$ cat config.mk
export PLATFORM = sky130hd
export DESIGN_NAME = slotted_uplink_ack_retry_fsm_top
export DESIGN_NICKNAME = d
export VERILOG_FILES = /design/src/rtl/sua_pkg.sv /design/src/rtl/sua_step.sv /design/src/rtl/slotted_uplink_ack_retry_fsm_top.sv
export SDC_FILE = /design/constraint.sdc
export NUM_CORES = 1
export LEC_CHECK = 0
export ABC_AREA = 0
export BUFFER_PORTS_ARGS = -buffer_cell sky130_fd_sc_hd__buf_2
export CAP_MARGIN = 20
export CORE_MARGIN = 3
export CORE_UTILIZATION = 50
export DETAILED_ROUTE_END_ITERATION = 8
export GPL_TIMING_DRIVEN = 1
export PLACE_DENSITY = 0.76
export RECOVER_POWER = 25
export SLEW_MARGIN = 20
export SYNTH_ARGS = -nofsm -noshare
export SYNTH_HDL_FRONTEND = slang
export SYNTH_SLANG_ARGS = --single-unit
$ cat constraint.sdc
create_clock -name clk -period 33.2 [get_ports clk]
set_clock_uncertainty 0.15 [all_clocks]
set_input_delay 1.66 -clock clk [delete_from_list [all_inputs] [get_ports clk]]
set_output_delay 1.66 -clock clk [all_outputs]
set_load 0.02 [all_outputs]
$ cat src/rtl/sua_pkg.sv
// ----------------------------------------------------------------------------
// sua_pkg
// Types, codes and helper functions shared by the uplink ack/retry sender.
// ----------------------------------------------------------------------------
package sua_pkg;

	localparam int unsigned PAYLOAD_BITS_DEF = 64;

	localparam logic [15:0] LINK_REQ    = 16'd20;
	localparam logic [7:0]  ACK_TYPE    = 8'd34;
	localparam logic [7:0]  ACK_MIN_LEN = 8'd9;

	localparam logic [11:0] RAC0_LO = 12'd630;
	localparam logic [11:0] RAC0_HI = 12'd808;
	localparam logic [11:0] RAC1_LO = 12'd1350;
	localparam logic [11:0] RAC1_HI = 12'd1528;
	localparam logic [11:0] RAC2_LO = 12'd2070;
	localparam logic [11:0] RAC2_HI = 12'd2248;

	localparam logic [2:0] REG_OWN_ID   = 3'd0;
	localparam logic [2:0] REG_PRIO     = 3'd1;
	localparam logic [2:0] REG_NET      = 3'd2;
	localparam logic [2:0] REG_RAC_LIM  = 3'd3;
	localparam logic [2:0] REG_MAX_RTY  = 3'd4;
	localparam logic [2:0] REG_ACK_TO   = 3'd5;
	localparam logic [2:0] REG_HOLD     = 3'd6;

	typedef enum logic [2:0] {
		F_SEND = 3'd0,
		F_SLOT = 3'd1,
		F_PKT  = 3'd2,
		F_MAC  = 3'd3,
		F_MS   = 3'd4
	} func_t;

	typedef enum logic [3:0] {
		M_IDLE = 4'b0001,
		M_WAIT = 4'b0010,
		M_SEND = 4'b0100,
		M_ABN  = 4'b1000
	} mode_t;

	typedef enum logic [3:0] {
		S_NONE      = 4'd0,
		S_ACCEPTED  = 4'd1,
		S_BUSY      = 4'd2,
		S_BAD_LINK  = 4'd3,
		S_NOT_RAC   = 4'd4,
		S_MISSED    = 4'd5,
		S_MAC_DENY  = 4'd6,
		S_TRANSMIT  = 4'd7,
		S_ACKED     = 4'd8,
		S_NACK_FAIL = 4'd9,
		S_TMO_FAIL  = 4'd10,
		S_RECOVERED = 4'd11
	} status_t;

	typedef struct packed {
		logic [31:0] own_id;
		logic [7:0]  prio;
		logic [7:0]  net;
		logic [7:0]  rac_limit;
		logic [3:0]  max_retries;
		logic [15:0] ack_ms;
		logic [15:0] hold_ms;
	} sua_cfg_t;

	typedef struct packed {
		mode_t       mode;
		logic        held_vld;
		logic [11:0] held_slot;
		logic [7:0]  held_link;
		logic        pending;
		logic [3:0]  tries;
		logic        mac_ok;
		logic [15:0] ack_timer;
		logic        ack_running;
		logic [15:0] hold_timer;
		logic        hold_running;
	} sua_state_t;

	typedef struct packed {
		logic [2:0]  func;
		logic [11:0] cur_slot;
		logic [11:0] tgt_slot;
		logic [15:0] link_id;
		logic [7:0]  pkt_len;
		logic [7:0]  pkt_type;
		logic [31:0] pkt_ship_id;
		logic [7:0]  pkt_nack;
		logic [7:0]  rac_count;
	} sua_ev_t;

	typedef struct packed {
		status_t status;
		logic    load;
		logic    tx;
	} sua_res_t;

	localparam sua_cfg_t CFG_RESET = '{
		own_id: 32'd0, prio: 8'd0, net: 8'd0, rac_limit: 8'd3,
		max_retries: 4'd3, ack_ms: 16'd5000, hold_ms: 16'd2000
	};

	localparam sua_state_t ST_RESET = '{
		mode: M_IDLE, held_vld: 1'b0, held_slot: 12'd0, held_link: 8'd0,
		pending: 1'b0, tries: 4'd0, mac_ok: 1'b0, ack_timer: 16'd0,
		ack_running: 1'b0, hold_timer: 16'd0, hold_running: 1'b0
	};

	function automatic logic in_rac(logic [11:0] s);
		return (s >= RAC0_LO && s <= RAC0_HI) || (s >= RAC1_LO && s <= RAC1_HI) ||
		       (s >= RAC2_LO && s <= RAC2_HI);
	endfunction

	function automatic sua_state_t sua_clear(sua_state_t s);
		sua_state_t r;
		r          = s;
		r.pending  = 1'b0;
		r.held_vld = 1'b0;
		r.tries    = 4'd0;
		return r;
	endfunction

	function automatic sua_state_t sua_enter(sua_state_t s, mode_t nx, logic [15:0] hold_ms);
		sua_state_t r;
		r = s;
		if (s.mode != nx) begin
			r.mode = nx;
			if (nx == M_ABN) begin
				r.hold_timer   = hold_ms;
				r.hold_running = 1'b1;
			end else if (nx == M_IDLE) begin
				r.ack_timer    = 16'd0;
				r.ack_running  = 1'b0;
				r.hold_timer   = 16'd0;
				r.hold_running = 1'b0;
			end
		end
		return r;
	endfunction

	function automatic logic [1:0] mode_code(mode_t m);
		logic [1:0] c;
		unique case (m)
			M_IDLE:  c = 2'd0;
			M_WAIT:  c = 2'd1;
			M_SEND:  c = 2'd2;
			M_ABN:   c = 2'd3;
			default: c = 2'd0;
		endcase
		return c;
	endfunction

endpackage

$ cat src/rtl/sua_step.sv
// ----------------------------------------------------------------------------
// sua_step
// Next-state and status logic for one request through the sender state machine.
// ----------------------------------------------------------------------------
module sua_step (
	input  sua_pkg::sua_state_t st,
	input  sua_pkg::sua_cfg_t   cfg,
	input  sua_pkg::sua_ev_t    ev,
	output sua_pkg::sua_state_t st_next,
	output sua_pkg::sua_res_t   res
);
	import sua_pkg::*;

	always_comb begin
		sua_state_t n;
		status_t    sts;
		logic       tx;
		logic       load;
		logic       ack_fire;
		logic       hold_fire;
		logic       fail;
		status_t    fail_code;

		n         = st;
		sts       = S_NONE;
		tx        = 1'b0;
		load      = 1'b0;
		ack_fire  = 1'b0;
		hold_fire = 1'b0;
		fail      = 1'b0;
		fail_code = S_NONE;

		unique case (ev.func)
			F_SEND: begin
				if (st.mode != M_IDLE) sts = S_BUSY;
				else if (ev.link_id != LINK_REQ) sts = S_BAD_LINK;
				else if (!in_rac(ev.tgt_slot)) sts = S_NOT_RAC;
				else if (ev.cur_slot > ev.tgt_slot) sts = S_MISSED;
				else begin
					n.held_vld  = 1'b1;
					n.held_slot = ev.tgt_slot;
					n.held_link = ev.link_id[7:0];
					n.pending   = 1'b1;
					n.tries     = 4'd0;
					n           = sua_enter(n, M_WAIT, cfg.hold_ms);
					load        = 1'b1;
					sts         = S_ACCEPTED;
				end
			end
			F_SLOT: begin
				if (st.mode == M_WAIT && st.held_vld && st.held_slot >= 12'd2 &&
				    ev.cur_slot == st.held_slot - 12'd2) begin
					if (st.mac_ok) begin
						tx            = st.pending;
						n             = sua_enter(n, M_SEND, cfg.hold_ms);
						n.ack_timer   = cfg.ack_ms;
						n.ack_running = 1'b1;
						sts           = S_TRANSMIT;
					end else begin
						sts = S_MAC_DENY;
					end
				end
			end
			F_PKT: begin
				if (ev.pkt_len != 8'd0 && ev.pkt_type == ACK_TYPE && st.mode == M_SEND &&
				    ev.pkt_len >= ACK_MIN_LEN && ev.pkt_ship_id == cfg.own_id) begin
					if (ev.pkt_nack == 8'd0) begin
						n.ack_running = 1'b0;
						n.ack_timer   = 16'd0;
						n             = sua_enter(sua_clear(n), M_IDLE, cfg.hold_ms);
						sts           = S_ACKED;
					end else begin
						fail      = 1'b1;
						fail_code = S_NACK_FAIL;
					end
				end
			end
			F_MAC: begin
				n.mac_ok = (cfg.prio == 8'd0) && (cfg.net == 8'd0) &&
				           (ev.rac_count < cfg.rac_limit);
			end
			F_MS: begin
				if (st.ack_running) begin
					if (st.ack_timer <= 16'd1) begin
						n.ack_running = 1'b0;
						n.ack_timer   = 16'd0;
						ack_fire      = 1'b1;
					end else begin
						n.ack_timer = st.ack_timer - 16'd1;
					end
				end
				if (st.hold_running) begin
					if (st.hold_timer <= 16'd1) begin
						n.hold_running = 1'b0;
						n.hold_timer   = 16'd0;
						hold_fire      = 1'b1;
					end else begin
						n.hold_timer = st.hold_timer - 16'd1;
					end
				end
				if (ack_fire && st.mode == M_SEND) begin
					fail      = 1'b1;
					fail_code = S_TMO_FAIL;
				end else if (hold_fire && st.mode == M_ABN) begin
					n   = sua_enter(sua_clear(n), M_IDLE, cfg.hold_ms);
					sts = S_RECOVERED;
				end
			end
			default: ;
		endcase

		if (fail) begin
			n.tries = st.tries + 4'd1;
			if (n.tries < cfg.max_retries) begin
				n = sua_enter(n, M_WAIT, cfg.hold_ms);
			end else begin
				n   = sua_enter(sua_clear(n), M_ABN, cfg.hold_ms);
				sts = fail_code;
			end
		end

		st_next    = n;
		res.status = sts;
		res.load   = load;
		res.tx     = tx;
	end

endmodule

$ cat src/rtl/slotted_uplink_ack_retry_fsm_top.sv
// ----------------------------------------------------------------------------
// slotted_uplink_ack_retry_fsm_top
// Stop-and-wait sender for a slotted short message with acknowledgement.
// ----------------------------------------------------------------------------
// Each request (send, slot tick, packet, MAC update or ms tick) gives exactly
// one result. A request is registered on entry, passes one stage of compare and
// counter logic against the state registers, and lands in the result register;
// one request per cycle is sustained as long as out_stall stays low. While a
// result waits, the input register takes at most one more request, and then
// in_stall rises and stays high for as long as out_stall does.
// Configuration writes take effect on the edge they are presented and are meant
// for times when no request is in flight.
module slotted_uplink_ack_retry_fsm_top #(
	parameter int unsigned PAYLOAD_BITS = sua_pkg::PAYLOAD_BITS_DEF
) (
	input  logic        clk,
	input  logic        arst_n,

	input  logic        cfg_wr_en,
	input  logic [2:0]  cfg_index,
	input  logic [31:0] cfg_data,

	input  logic        in_valid,
	output logic        in_stall,
	input  logic [2:0]  func,
	input  logic [11:0] current_slot,
	input  logic [11:0] target_slot,
	input  logic [15:0] link_id,
	input  logic [31:0] dest_id,
	input  logic [63:0] payload,
	input  logic [7:0]  pkt_len,
	input  logic [7:0]  pkt_type,
	input  logic [31:0] pkt_ship_id,
	input  logic [7:0]  pkt_nack,
	input  logic [7:0]  rac_count,

	output logic        out_valid,
	input  logic        out_stall,
	output logic [3:0]  status,
	output logic [1:0]  fsm_state,
	output logic [11:0] tx_slot,
	output logic [7:0]  tx_link_id,
	output logic [31:0] tx_src_id,
	output logic [31:0] tx_dest_id,
	output logic [63:0] tx_payload,
	output logic [3:0]  retry_count
);
	import sua_pkg::*;

	sua_cfg_t   cfg_q;
	sua_state_t st_q;
	sua_state_t st_next;
	sua_res_t   res;

	logic                    valid_s1;
	sua_ev_t                 ev_s1;
	logic [31:0]             dest_s1;
	logic [63:0]             payload_s1;

	logic [31:0]             held_dest_q;
	logic [PAYLOAD_BITS-1:0] held_data_q;

	logic                    valid_s2;
	status_t                 status_s2;
	logic [1:0]              state_s2;
	logic [11:0]             tx_slot_s2;
	logic [7:0]              tx_link_s2;
	logic [31:0]             tx_src_s2;
	logic [31:0]             tx_dest_s2;
	logic [63:0]             tx_data_s2;
	logic [3:0]              tries_s2;

	logic s2_ready;
	logic adv;

	assign s2_ready = !valid_s2 || !out_stall;
	assign adv      = valid_s1 && s2_ready;
	assign in_stall = valid_s1 && !s2_ready;

	always_ff @(posedge clk or negedge arst_n) begin
		if (!arst_n) begin
			cfg_q <= CFG_RESET;
		end else if (cfg_wr_en) begin
			unique case (cfg_index)
				REG_OWN_ID:  cfg_q.own_id      <= cfg_data;
				REG_PRIO:    cfg_q.prio        <= cfg_data[7:0];
				REG_NET:     cfg_q.net         <= cfg_data[7:0];
				REG_RAC_LIM: cfg_q.rac_limit   <= cfg_data[7:0];
				REG_MAX_RTY: cfg_q.max_retries <= cfg_data[3:0];
				REG_ACK_TO:  cfg_q.ack_ms      <= cfg_data[15:0];
				REG_HOLD:    cfg_q.hold_ms     <= cfg_data[15:0];
				default: ;
			endcase
		end
	end

	sua_step u_step (
		.st      (st_q),
		.cfg     (cfg_q),
		.ev      (ev_s1),
		.st_next (st_next),
		.res     (res)
	);

	// drop the exchange when the station identity changes mid-flight
	always_ff @(posedge clk or negedge arst_n) begin
		if (!arst_n) begin
			st_q <= ST_RESET;
		end else if (cfg_wr_en && cfg_index == REG_OWN_ID && st_q.mode != M_IDLE) begin
			st_q <= sua_enter(sua_clear(st_q), M_IDLE, cfg_q.hold_ms);
		end else if (adv) begin
			st_q <= st_next;
		end
	end

	always_ff @(posedge clk or negedge arst_n) begin
		if (!arst_n) begin
			valid_s1 <= 1'b0;
		end else if (!in_stall) begin
			valid_s1 <= in_valid;
		end
	end

	always_ff @(posedge clk) begin
		if (in_valid && !in_stall) begin
			ev_s1.func        <= func;
			ev_s1.cur_slot    <= current_slot;
			ev_s1.tgt_slot    <= target_slot;
			ev_s1.link_id     <= link_id;
			ev_s1.pkt_len     <= pkt_len;
			ev_s1.pkt_type    <= pkt_type;
			ev_s1.pkt_ship_id <= pkt_ship_id;
			ev_s1.pkt_nack    <= pkt_nack;
			ev_s1.rac_count   <= rac_count;
			dest_s1           <= dest_id;
			payload_s1        <= payload;
		end
	end

	always_ff @(posedge clk) begin
		if (adv && res.load) begin
			held_dest_q <= dest_s1;
			held_data_q <= payload_s1[PAYLOAD_BITS-1:0];
		end
	end

	always_ff @(posedge clk or negedge arst_n) begin
		if (!arst_n) begin
			valid_s2 <= 1'b0;
		end else if (s2_ready) begin
			valid_s2 <= valid_s1;
		end
	end

	always_ff @(posedge clk) begin
		if (adv) begin
			status_s2  <= res.status;
			state_s2   <= mode_code(st_next.mode);
			tries_s2   <= st_next.tries;
			tx_slot_s2 <= res.tx ? st_q.held_slot : 12'd0;
			tx_link_s2 <= res.tx ? st_q.held_link : 8'd0;
			tx_src_s2  <= res.tx ? cfg_q.own_id : 32'd0;
			tx_dest_s2 <= res.tx ? held_dest_q : 32'd0;
			tx_data_s2 <= res.tx ? 64'(held_data_q) : 64'd0;
		end
	end

	assign out_valid   = valid_s2;
	assign status      = status_s2;
	assign fsm_state   = state_s2;
	assign tx_slot     = tx_slot_s2;
	assign tx_link_id  = tx_link_s2;
	assign tx_src_id   = tx_src_s2;
	assign tx_dest_id  = tx_dest_s2;
	assign tx_payload  = tx_data_s2;
	assign retry_count = tries_s2;

`ifndef SYNTHESIS
	a_pending_active: assert property (@(posedge clk) disable iff (!arst_n)
		st_q.pending |-> (st_q.mode == M_WAIT || st_q.mode == M_SEND))
		else $error("pending request outside wait/send");

	a_idle_timers_off: assert property (@(posedge clk) disable iff (!arst_n)
		st_q.mode == M_IDLE |-> (!st_q.ack_running && !st_q.hold_running))
		else $error("timer running in idle");

	a_wait_has_slot: assert property (@(posedge clk) disable iff (!arst_n)
		st_q.mode == M_WAIT |-> st_q.held_vld)
		else $error("wait state without a held slot");

	a_abn_hold_loaded: assert property (@(posedge clk) disable iff (!arst_n)
		(st_q.mode == M_ABN && $past(st_q.mode) != M_ABN) |-> st_q.hold_running)
		else $error("abnormal entered without hold timer");
`endif

endmodule
# --- After elaboration in Yosys (flattened, before gate mapping) ---
# Cells that the tools add are included.
totals:
  ff_bits: 616
  inputBits: 243
op_classes:
  bitwise_logic: 1
  eq_ne: 26
  reduce_logical: 43
  magnitude_cmp: 13
  addsub: 4
  muxes: 68
op_table:
  columns: ["cell", "count"]
  rows:
  - ["$mux W65", 14]
  - ["$pmux W34 S4", 1]
  - ["$pmux W30 S4", 1]
  - ["$mux W4", 18]
  - ["$mux W17", 4]
  - ["$mux W34", 2]
  - ["$eq A32 B32 Y1", 1]
  - ["$le A16 B1 Y1 const B", 2]
  - ["$mux W16", 2]
  - ["$sub A16 B1 Y16 const B", 2]
  - ["$logic_not A8 Y1", 3]
  - ["$logic_and A1 B1 Y1", 20]
  - ["$mux W1", 20]
  - ["$reduce_and A2 Y1", 9]
  - ["$ne A16 B5 Y1 const B", 1]
  - ["$pmux W4 S4", 1]
  - ["$eq A12 B12 Y1", 1]
  - ["$eq A3 B2 Y1 const B", 4]
  - ["$eq A3 B3 Y1 const B", 4]
  - ["$ge A12 B10 Y1 const B", 1]
  - ["$ge A12 B11 Y1 const B", 1]
  - ["$ge A12 B12 Y1 const B", 1]
  - ["$ge A12 B2 Y1 const B", 1]
  - ["$gt A12 B12 Y1", 1]
  - ["29 further kinds", 40]

# --- Depth between registers and ports, before layout ---
logic_depth:
  ltp_word: 14
  depth_mapped: 14

# --- Modules after synthesis ---
# A second synthesis with hierarchy kept.
hier_totals:
  cells_unflattened: 1795
  area_unflattened_um2: 24977.7
modules_own_cells:
  columns: ["module", "instances", "area_per_inst_um2", "cells_each"]
  rows:
  - ["slotted_uplink_ack_retry_fsm_top", 1, 20860.0, 1144]
  - ["sua_step", 1, 4117.7, 651]

# --- Least setup slack after synthesis ---
# No wires, ideal clock.
synth_timing:
  path_type: "in2reg"
  from: "input out_stall"
  to: "register held_data_q[0], enable pin"
  stages: 4
  path_buffers: 1
  arrival_ps: 16942
  setup_slack_ps: 15045
  required_ps: 31987
  setup_ps: 1063
  path_cell_list: "nand2_1 > nand2_1 > clkbuf_1 > a2111oi_0"
synth_between:
  elab_chain_len: 4
synth_rtl:
  columns: ["item", "line_no", "source"]
  rows:
  - ["start, declared", "slotted_uplink_ack_retry_fsm_top.sv:38", "input logic out_stall,"]
  - ["$logic_not A1 Y1", "slotted_uplink_ack_retry_fsm_top.sv:76", "assign s2_ready = !valid_s2 || !out_stall;"]
  - ["$logic_or A1 B1 Y1", "slotted_uplink_ack_retry_fsm_top.sv:76", null]
  - ["$logic_and A1 B1 Y1", "slotted_uplink_ack_retry_fsm_top.sv:77", "assign adv = valid_s1 && s2_ready;"]
  - ["$logic_and A1 B1 Y1", "slotted_uplink_ack_retry_fsm_top.sv:141", "if (adv && res.load) begin"]
  - ["end signal, assigned", "slotted_uplink_ack_retry_fsm_top.sv:143", "held_data_q <= payload_s1[PAYLOAD_BITS-1:0];"]
  - ["end, declared", "slotted_uplink_ack_retry_fsm_top.sv:61", "logic [PAYLOAD_BITS-1:0] held_data_q;"]
# No other way between the ends.
# A chain may end at the register's enable or synchronous reset.

==> impl_metrics.env <==
export IMPL_finalSetupViolCount=0
export IMPL_power_density_nw_per_um2=61.2
export IMPL_die_h_um=226
export IMPL_maxSlewViolCount=106
export IMPL_syn_to_final_growth_pct=19.5
export IMPL_fin_util_pct=60.7
export IMPL_placed_cell_area_sq_um=26900
export IMPL_fill_cells=3598
export IMPL_dr_pass1_iters=5
export IMPL_insertion_delay_ps=620
export IMPL_gp_congestion=0.901
export IMPL_slew_headroom_pct=-292
export IMPL_required_ps=31490
export IMPL_yosysWarnings=0
export IMPL_wl_per_cell_um=22.1
export IMPL_grt_pass1_vias=14900
export IMPL_critPathMaxFanout=105
export IMPL_cp_start_kind="input pin"
export IMPL_synth_cell_type_count=88
export IMPL_cts_hold_buf=0
export IMPL_antenna_found_initial=10
export IMPL_syn_area_sq_um=24300
export IMPL_drive_above_1_share_pct=31.4
export IMPL_synth_nets=1873
export IMPL_crit_chain="clkbuf_1"
export IMPL_rsz0062_at_grt="false"
export IMPL_overflow=0
export IMPL_die_area_sq_um=51300
export IMPL_async_reset_ff_share_pct=25.8
export IMPL_io_pins=403
export IMPL_clkTransAtPathRegs_ps=60
export IMPL_ys_seq_area_share_pct=72.9
export IMPL_hp_class="register to register"
export IMPL_synth_top_area_share_pct=56.5
export IMPL_post_synth_top_count_cell="edfxtp_1"
export IMPL_grt_use_total_pct=22.7
export IMPL_clock_sinks=616
export IMPL_core_area_sq_um=47800
export IMPL_syn_area_per_cell_sq_um=15.2
export IMPL_drt_wl_total_um=59500
export IMPL_crit_arrival_ps=5760
export IMPL_start_util_pct=50.8
export IMPL_via_count=15200
export IMPL_cp_slowest_cell="clkbuf_1"
export IMPL_synth_commonest_cells="edfxtp_1, and3_1, dfrtp_1, mux2_2, nand2_1"
export IMPL_ff2ff_setup_slack_ps=28860
export IMPL_htreeDepth=2
export IMPL_via_per_inst=5.65
export IMPL_outcome="complete, but fails checks"
export IMPL_dp_hpwl_um=40400
export IMPL_fin_crit_ps=7470
export IMPL_path_buf_inv=1
export IMPL_synth_area_leaders="edfxtp_1, dfrtp_1, mux2_2, and3_1, dfstp_2"
export IMPL_end_kind="asynchronous set/reset pin"
export IMPL_syn_inst=1602
export IMPL_detail_route_antenna_nets=0
export IMPL_finalCritPeriodShare_pct=22.5
export IMPL_fmax_mhz=134
export IMPL_synthFlopType="edfxtp_1"
export IMPL_synth_seq_cells=616
export IMPL_port_buffers=402
export IMPL_drt_iter0_drc=1318
export IMPL_cts_root_buf="clkbuf_16"
export IMPL_die_w_um=226
export IMPL_cts_repair_resized=0
export IMPL_critical_path_max_stage_delay_ps=4030
export IMPL_maxCapViolations=1
export IMPL_violations="capacitance limit, slew limit"
export IMPL_tns_ps=0
export IMPL_post_cts_buffers=0
export IMPL_synth_edf_count=457
export IMPL_leakage_nw=11.8
export IMPL_grt_first_pass_wirelength_um=88500
export IMPL_num_rows=80
export IMPL_fin_nets=2286
export IMPL_ir_drop_v=0.0000543
export IMPL_critical_path_class="input pin to asynchronous set/reset pin"
export IMPL_worst_slew_pin_slew_ps=5870
export IMPL_design_area_sq_um=29000
export IMPL_drc=0
export IMPL_cts_tree="yes"
export IMPL_critPathTopFamily="buffers and inverters"
export IMPL_synth_top_area_cell="edfxtp_1"
export IMPL_numCtsBuffers=61
export IMPL_grt_max_degree=118
export IMPL_ctsLongestPathBuffers=3
export IMPL_hold_violations=0
==> worst register-to-register path, cell delays in order, from the launching register on <==
cell and delay (ps):
dfrtp_1 490, inv_1 90, ha_1 340, xnor2_1 280, or3b_1 370, a31oi_1 220, nand4_1 170, nor4_2 330
and2_4 560, buf_4 870, and3_1 330
==> final timing paths <==
kind	endpoint	cells after the start	start
worst max-delay path	st_q[39]	1	arst_n
worst min-delay path	held_data_q[20]	0	payload_s1[20]
worst max register to register	tx_payload[19]	10	register
worst min register to register	held_data_q[20]	0	payload_s1[20]
max in group clk	tx_payload[19]	10	register
min in group asynchronous	cfg_q[45]	1	arst_n
==> sequential cells by signal, indices dropped and copies added (netlist names), 44 cells and up, named ones only <==
signal / count
held_data_q: 64
ev_s1: 107
st_q: 44
tx_payload: 64
payload_s1: 64
cfg_q: 92
==> per-stage QoR <==
stage,total power [mW],instances,setup WS (ps),hold WS (ps)
2_1_floorplan,1.02,1602,15040,250
3_3_place_gp,1.08,2567,28650,250
3_5_place_dp,1.09,2567,28590,255
4_1_cts,1.79,2680,28890,266
5_1_grt,1.84,2688,24430,272
6_report,1.78,2690,25730,259
==> layer usage <==
| metal | wire length, um | track usage, % |
|---|---|---|
| met5 | 11 | 0 |
| met4 | 2080 | 8.27 |
| met3 | 4080 | 4.31 |
| met2 | 29100 | 37.5 |
| met1 | 24100 | 30.3 |
==> cells in the final DEF, fill, tap and decap left out, types with 15 or more instances in the layout <==
cell type  Yosys  routed
ha_1          28      28
clkbuf_16      0      64
a21oi_1       55      53
and3_1       151     151
dfstp_2       16      16
xnor2_1       48      48
clkbuf_1      34      26
o21ai_1       19      19
nand4_1       29      29
o21ai_0       50      50
nand3_1       30      30
mux2_2        96      96
nand2_1       70      70
inv_1         45      44
nor3_1        31      30
buf_2         27     386
nor4_1        25      25
edfxtp_1     457     457
dfrtp_1      143     142
a211oi_1      15      15
nor2_1        52      52
==> logic make-up after synthesis <==
logic type | share of synthesized area [%]
flip-flops | 72.9
XOR/XNOR | 1.98
adder cells (fa/ha/maj) | 1.44
multiplexers | 4.92
AND/OR/NAND/NOR | 11.2
buffers and inverters | 1.93
AO/OA/AOI/OAI | 5.63
==> power by group <==
group	internal, mW	total [mW]	switching, mW
combinational	0.0587	0.147	0.0886
clock	0.417	0.707	0.290
sequential	0.892	0.924	0.0316
==> cell type report <==
class	instances	area (sq um)	area share, %
clock buffers	79	1710	5.88
clock inverters	34	379	1.31
multi-input cells	875	6160	21.2
flip-flops and latches	616	17700	61.0
diodes	10	25.0	0.0862
repair buffers	416	2100	7.23
well taps	615	769	2.65
inverters	45	174	0.599
Power figures use the tool's default switching activity.
